$ cat config.mk
export PLATFORM = sky130hd
export DESIGN_NAME = gkqs_ctrl
export DESIGN_NICKNAME = d
export VERILOG_FILES = /design/src/rtl/core/gkqs_pkg.sv /design/src/rtl/core/gkqs_ctrl.sv
export SDC_FILE = /design/constraint.sdc
export NUM_CORES = 1
export LEC_CHECK = 0
export ABC_CLOCK_PERIOD_IN_PS = 1900
export BUFFER_PORTS_ARGS = -buffer_cell sky130_fd_sc_hd__buf_2
export CORE_MARGIN = 2
export CORE_UTILIZATION = 49
export DETAILED_ROUTE_END_ITERATION = 12
export PLACE_DENSITY = 0.78
export SYNTH_ARGS = -nofsm -noshare
export SYNTH_HDL_FRONTEND = slang
export SYNTH_SLANG_ARGS = --single-unit
$ cat constraint.sdc
create_clock -name clk -period 1.9 [get_ports clk]
set_input_delay 0.475 -clock clk [delete_from_list [all_inputs] [get_ports clk]]
set_output_delay 0.475 -clock clk [all_outputs]
set_load 0.02 [all_outputs]
$ cat src/rtl/core/gkqs_pkg.sv
package gkqs_pkg;

  localparam int unsigned MAX_TUPLES_DEF = 64;
  localparam logic [6:0]  LIMIT_RESET    = 7'd64;
  localparam int unsigned LIMIT_FLOOR    = 3;

  typedef enum logic [1:0] {
    ST_OK    = 2'd0,
    ST_DROP  = 2'd1,
    ST_EMPTY = 2'd2
  } status_t;

  typedef struct packed {
    logic signed [31:0] value;
    logic [31:0]        gap;
    logic [31:0]        delta;
  } entry_t;

  typedef enum logic [3:0] {
    OP_NONE,
    OP_LOAD,
    OP_SHIFT,
    OP_PLACE,
    OP_MSTART,
    OP_MSCAN,
    OP_MLAT,
    OP_MWRITE,
    OP_MSHIFT,
    OP_MDEC,
    OP_QSTART,
    OP_QSCAN,
    OP_OUT
  } dp_op_t;

  typedef enum logic [1:0] {
    RS_IDX,
    RS_IDX_M1,
    RS_IDX_P1,
    RS_BEST
  } rd_sel_t;

  typedef struct packed {
    dp_op_t  op;
    rd_sel_t rsel;
  } dp_cmd_t;

  typedef struct packed {
    logic drop;
    logic empty;
    logic is_query;
    logic idx_zero;
    logic gt;
    logic scan_last;
    logic merge_due;
    logic best_zero;
    logic shift_end;
    logic found;
  } dp_stat_t;

endpackage

$ cat src/rtl/core/gkqs_ctrl.sv
module gkqs_ctrl
  import gkqs_pkg::*;
(
  input  logic     clk,
  input  logic     rst,
  input  logic     in_valid,
  output logic     in_ready,
  output logic     out_valid,
  input  logic     out_ready,
  input  dp_stat_t stat,
  output dp_cmd_t  cmd
);

  typedef enum logic [4:0] {
    S_IDLE,
    S_DECIDE,
    S_QSTART,
    S_Q_RD,
    S_Q_SCAN,
    S_INS_CHK,
    S_INS_CMP,
    S_PLACE,
    S_MCHK,
    S_M_RD,
    S_M_SCAN,
    S_M_EVAL,
    S_M_LAT,
    S_M_RD2,
    S_M_WR,
    S_M_SHCHK,
    S_M_SH,
    S_M_END,
    S_FIN
  } state_t;

  state_t state;
  state_t state_next;
  logic   out_valid_next;

  assign in_ready = (state == S_IDLE);

  always_comb begin
    state_next     = state;
    cmd.op         = OP_NONE;
    cmd.rsel       = RS_IDX;
    out_valid_next = out_valid && !out_ready;
    unique case (state)
      S_IDLE: begin
        if (in_valid) begin
          cmd.op     = OP_LOAD;
          state_next = S_DECIDE;
        end
      end
      S_DECIDE: begin
        if (stat.drop || stat.empty) begin
          state_next = S_FIN;
        end else if (stat.is_query) begin
          state_next = S_QSTART;
        end else begin
          state_next = S_INS_CHK;
        end
      end
      S_QSTART: begin
        cmd.op     = OP_QSTART;
        state_next = S_Q_RD;
      end
      S_Q_RD: state_next = S_Q_SCAN;
      S_Q_SCAN: begin
        cmd.op     = OP_QSCAN;
        state_next = (stat.found || stat.scan_last) ? S_FIN : S_Q_RD;
      end
      // Insertion walks down from the end, moving each larger tuple up one slot.
      S_INS_CHK: begin
        if (stat.idx_zero) begin
          state_next = S_PLACE;
        end else begin
          cmd.rsel   = RS_IDX_M1;
          state_next = S_INS_CMP;
        end
      end
      S_INS_CMP: begin
        cmd.op     = OP_SHIFT;
        state_next = stat.gt ? S_INS_CHK : S_PLACE;
      end
      S_PLACE: begin
        cmd.op     = OP_PLACE;
        state_next = S_MCHK;
      end
      S_MCHK: begin
        if (stat.merge_due) begin
          cmd.op     = OP_MSTART;
          state_next = S_M_RD;
        end else begin
          state_next = S_FIN;
        end
      end
      S_M_RD: state_next = S_M_SCAN;
      S_M_SCAN: begin
        cmd.op     = OP_MSCAN;
        state_next = stat.scan_last ? S_M_EVAL : S_M_RD;
      end
      S_M_EVAL: begin
        if (stat.best_zero) begin
          state_next = S_FIN;
        end else begin
          cmd.rsel   = RS_BEST;
          state_next = S_M_LAT;
        end
      end
      S_M_LAT: begin
        cmd.op     = OP_MLAT;
        state_next = S_M_RD2;
      end
      S_M_RD2: state_next = S_M_WR;
      S_M_WR: begin
        cmd.op     = OP_MWRITE;
        state_next = S_M_SHCHK;
      end
      S_M_SHCHK: begin
        if (stat.shift_end) begin
          state_next = S_M_END;
        end else begin
          cmd.rsel   = RS_IDX_P1;
          state_next = S_M_SH;
        end
      end
      S_M_SH: begin
        cmd.op     = OP_MSHIFT;
        state_next = S_M_SHCHK;
      end
      S_M_END: begin
        cmd.op     = OP_MDEC;
        state_next = S_FIN;
      end
      S_FIN: begin
        if (!out_valid || out_ready) begin
          cmd.op         = OP_OUT;
          out_valid_next = 1'b1;
          state_next     = S_IDLE;
        end
      end
      default: state_next = S_IDLE;
    endcase
  end

  always_ff @(posedge clk) begin
    if (rst) begin
      state     <= S_IDLE;
      out_valid <= 1'b0;
    end else begin
      state     <= state_next;
      out_valid <= out_valid_next;
    end
  end

endmodule

Word-level counts from Yosys, hierarchy flattened
Index checks and enable logic that the tools add are counted.
- register bits after elaboration: 6
- bits in latches: 0
- memory bits (writable): 0
- memory bits (read-only): 0
- input port bits: 14
- output and inout bits: 8
- logic and storage cells: 53
- memories kept: 0
- add/sub/neg operators: 0
- multiply operators: 0
- div/mod/pow operators: 0
- $lt $le $gt $ge: 0
- equality and inequality tests: 20
- shift operators: 0
- multiplexer cells: 22
- bitwise operators: 0
- reduce and logical (&&, ||, !) cells: 9
- operator list (cell ; count):
    $pmux W5 S18 ; 1
    $pmux W4 S12 ; 1
    $eq A5 B4 Y1 const B ; 8
    $mux W5 ; 6
    $eq A5 B3 Y1 const B ; 4
    $eq A5 B5 Y1 const B ; 3
    $eq A5 B2 Y1 const B ; 2
    $mux W2 ; 4
    $mux W1 ; 6
    $mux W3 ; 2
    $pmux W2 S3 ; 1
    $eq A5 B1 Y1 const B ; 1
    $logic_not A5 Y1 ; 1
    $mux W4 ; 1
    $ne A2 B2 Y1 const B ; 2
    $logic_or A1 B1 Y1 ; 3
    $logic_not A1 Y1 ; 2
    $reduce_and A2 Y1 ; 1
    $reduce_or A2 Y1 ; 1
    $logic_and A1 B1 Y1 ; 1

Logic depth before layout (Yosys ltp)
- word-level depth: 4
- depth in mapped cells: 7
- depth with buffers taken out: 4

Worst setup path after synthesis
No wires, ideal clock.
- kind: reg2out
- start: register state[1]
- end: output cmd[1] (netlist name)
- arrival time: 1.921 ns
- data required time: 1.425 ns
- path slack: -0.496 ns
- stages on the path, launching flop included: 6
- path buffers: 3
- cells stage by stage: dfxtp_1 -> buf_6 -> buf_2 -> buf_2 -> nand2_1 -> a2111oi_0
- RTL lines (element ; line ; source):
    start: declaration ; gkqs_ctrl.sv:36 ; state_t state;
    start signal: assignment ; gkqs_ctrl.sv:151 ; state <= state_next;
    end: declaration ; gkqs_ctrl.sv:11 ; output dp_cmd_t cmd

==> impl_metrics.csv <==
group,metric,value,unit
outcome,outcome,"finished, violations left",
outcome,violations,"negative setup slack",
placed_design,io_buffers,21,
worst_setup_path,endpoint_kind,"output pin",
placed_design,placed_area,840.8,um2
worst_setup_path,slowest_stage,"or3b_4",
worst_setup_path,worstPathRequired,1.42,ns
clock_tree,root_buffer,"clkbuf_4",
placed_design,dp_hpwl,1456,um
layout,diodes,0,
detailed_routing,wl,2115,um
detailed_routing,drt-vias-per-instance,6.312,
detailed_routing,ant_nets,0,
power_and_ir_drop,power_density,1526,mW/mm2
worst_setup_path,crit_chain,"or3b_4 > a21o_1 > o21ai_1 > buf_4",
sta,setup_violations,2,
global_routing,grt_overflow,0,
worst_setup_path,max_stage_delay,0.40,ns
die,die_h,41.07,um
sta,final.min_clock_period,1.916,ns
power_and_ir_drop,p_leak,0.3915,nW
logic_synthesis,synth_seq_cells,6,
global_routing,antenna_found_initial,0,
detailed_routing,first_pass_iters,4,
logic_synthesis,synth_nets,109,
detailed_routing,drtIter0Drc,24,
power_and_ir_drop,ir_drop,0.7800,mV
sta,min_period_over_period,100.8,%
placed_design,dp.cells,132,
global_routing,grt_pass1_vias,759,
worst_setup_path,worst-setup-path-type,"flip-flop to output pin",
sta,worst_slew_pin_slew,0.3768,ns
placed_design,place.gp.congestion,0.8669,
logic_synthesis,synth_flop_cell,"dfxtp_1",
detailed_routing,vias,890,
layout,fin_util,76.44,%
detailed_routing,wl_per_cell,15.00,um
worst_setup_path,cp_max_fo,5,
logic_synthesis,synth-edff-count,0,
logic_synthesis,yosysWarnings,0,
layout,nNetsFinal,142,
sta,final_max_slew_viol_count,0,
logic_synthesis,yosysSeqAreaShare,17.84,%
logic_synthesis,synth_commonest_cells,"a21oi_1, o21ai_0",
worst_setup_path,start_kind,"flip-flop",
sta,hold_violations,0,
clock_tree,cts.hold.buffers_added,0,
logic_synthesis,async_reset_ff_share,0,%
die,io-pin-count,22,
clock_tree,path_clk_slew,0.05,ns
clock_tree,clk_latency,0.24,ns
global_routing,grt_pass1_wl,3167,um
die,dieArea,0.001686,mm2
layout,design_area,982.2,um2
layout,nFillCells,95,
layout,area_delta_synth_final,45.91,%
die,die_x,41.07,um
die,core,0.001285,mm2
logic_synthesis,synth.top_cell.area_share,17.84,%
sta,clock_skew,0.005812,ns
clock_tree,cts_tree,"built",
global_routing,grt_use_total,27.71,%
clock_tree,h-tree-depth,1,
sta,layout_setup_ws,-0.01592,ns
layout,fin_cells,141,
global_routing,grt_max_degree,17,
die,start_util,52.39,%
detailed_routing,drc,0,
min_path,hp-class,"primary input to flip-flop",
logic_synthesis,avgSynthCellArea,7.086,um2
logic_synthesis,synth_top_area_cell,"dfxtp_1",
job,cap_violations,0,
die,rows,13,
logic_synthesis,netlist_top_cells_area,"dfxtp_1, a21oi_1, o21ai_0",
layout,drive_above_1_share,42.06,%
clock_tree,cts_buffers,3,
sta,max_freq,521.9,MHz
logic_synthesis,synth_cell_types,37,
clock_tree,cts.sinks,6,
sta,relSlewSlack,74.68,%
clock_tree,cts_max_path_buffers,2,
worst_setup_path,cp.arrival,1.44,ns
logic_synthesis,syn-cell-area,673.1,um2
logic_synthesis,synth_cells,95,
sta,rsz0062_at_grt,"true",
==> path summary, 6_finish.rpt <==
check                                              to  slack (ns)                  start  depth (start not counted)
worst max-delay path                           cmd[5]       -0.02  state[1]$_SDFFE_PP0P_                          4
worst max register to register  state[0]$_SDFFE_PP0P_        0.33  state[1]$_SDFFE_PP0P_                          6
worst min-delay path            state[4]$_SDFFE_PP0P_        0.47                    rst                          2
worst min register to register   out_valid$_SDFF_PP0_        0.52   out_valid$_SDFF_PP0_                          2
==> metrics by stage <==
stage	hold WS, ns	power, W	setup slack, ns	TNS, ns
floorplan	0.5441	0.0008856	0.009275	0
global placement	0.4989	0.001151	0.09270	0
detailed placement	0.5124	0.001165	0.08315	0
CTS	0.4622	0.001410	-0.008460	-0.01509
global route	0.4871	0.001610	-0.06900	-0.1733
finish	0.4741	0.001499	-0.01592	-0.02920
==> where the power goes <==
part           total (W)  leakage [nW]  switching (W)  internal [W]
clock network   0.000119        0.0138      0.0000474     0.0000716
registers       0.000286        0.0526      0.0000984      0.000188
logic            0.00109         0.325       0.000540      0.000553
total            0.00150         0.391       0.000686      0.000813
==> worst max-delay path, delay by kind of cell (launching register included) <==
family / cells / cell delay, ns
DFF: 1 / 0.35
and+or+nand+nor: 1 / 0.40
buffers and inverters: 1 / 0.15
AOI/OAI and AO/OA: 2 / 0.29
==> cells in the final DEF, fill, tap and decap left out, drive strengths merged, types with 3 or more instances in the layout <==
cell type | netlist | layout
nand2b | 6 | 6
nor3 | 4 | 4
clkbuf | 3 | 3
nor2 | 6 | 6
o21ai | 8 | 8
a21oi | 8 | 8
a31oi | 4 | 4
o22ai | 3 | 3
dfxtp | 6 | 6
a21o | 3 | 3
buf | 7 | 38
nand2 | 3 | 3
nor2b | 4 | 4
==> kinds of logic (layout without fill, tap and decap cells) <==
kind of cell               count (synthesis)  after routing  synth area share, %
AOI/OAI and AO/OA                         38             38                37.18
buffers and inverters                     11             42                8.364
DFF                                        6              6                17.84
and+or+nand+nor                           39             39                35.13
adders and majority gates                  1              1                1.487
==> routing by layer <==
layer,up-vias,wire length [um],global-route usage (%)
li1,428,-,-
met1,416,902,33.12
met2,44,1074,53.91
met3,2,130,2.174
met4,0,7,2.500
met5,-,0,0
==> registers in the layout, indices dropped and copies added (netlist names) <==
register	flops
out_valid	1
state	5
==> timing repair <==
action / CTS / global route
pin swaps: 2 / 2
setup endpoints to repair: 7 / 7
hold endpoints to repair: 0 / 0
resized for setup: 13 / 13
setup buffers: 7 / 0
==> area by class of cell <==
type | count | area [um2] | share of cell area [%]
inverter | 1 | 3.754 | 0.3822
tap | 15 | 18.77 | 1.911
multi-input combinational | 78 | 543.0 | 55.29
clock buffer | 3 | 22.52 | 2.293
timing repair buffer | 38 | 255.2 | 25.99
sequential | 6 | 138.9 | 14.14
Power figures use the tool's default switching activity.
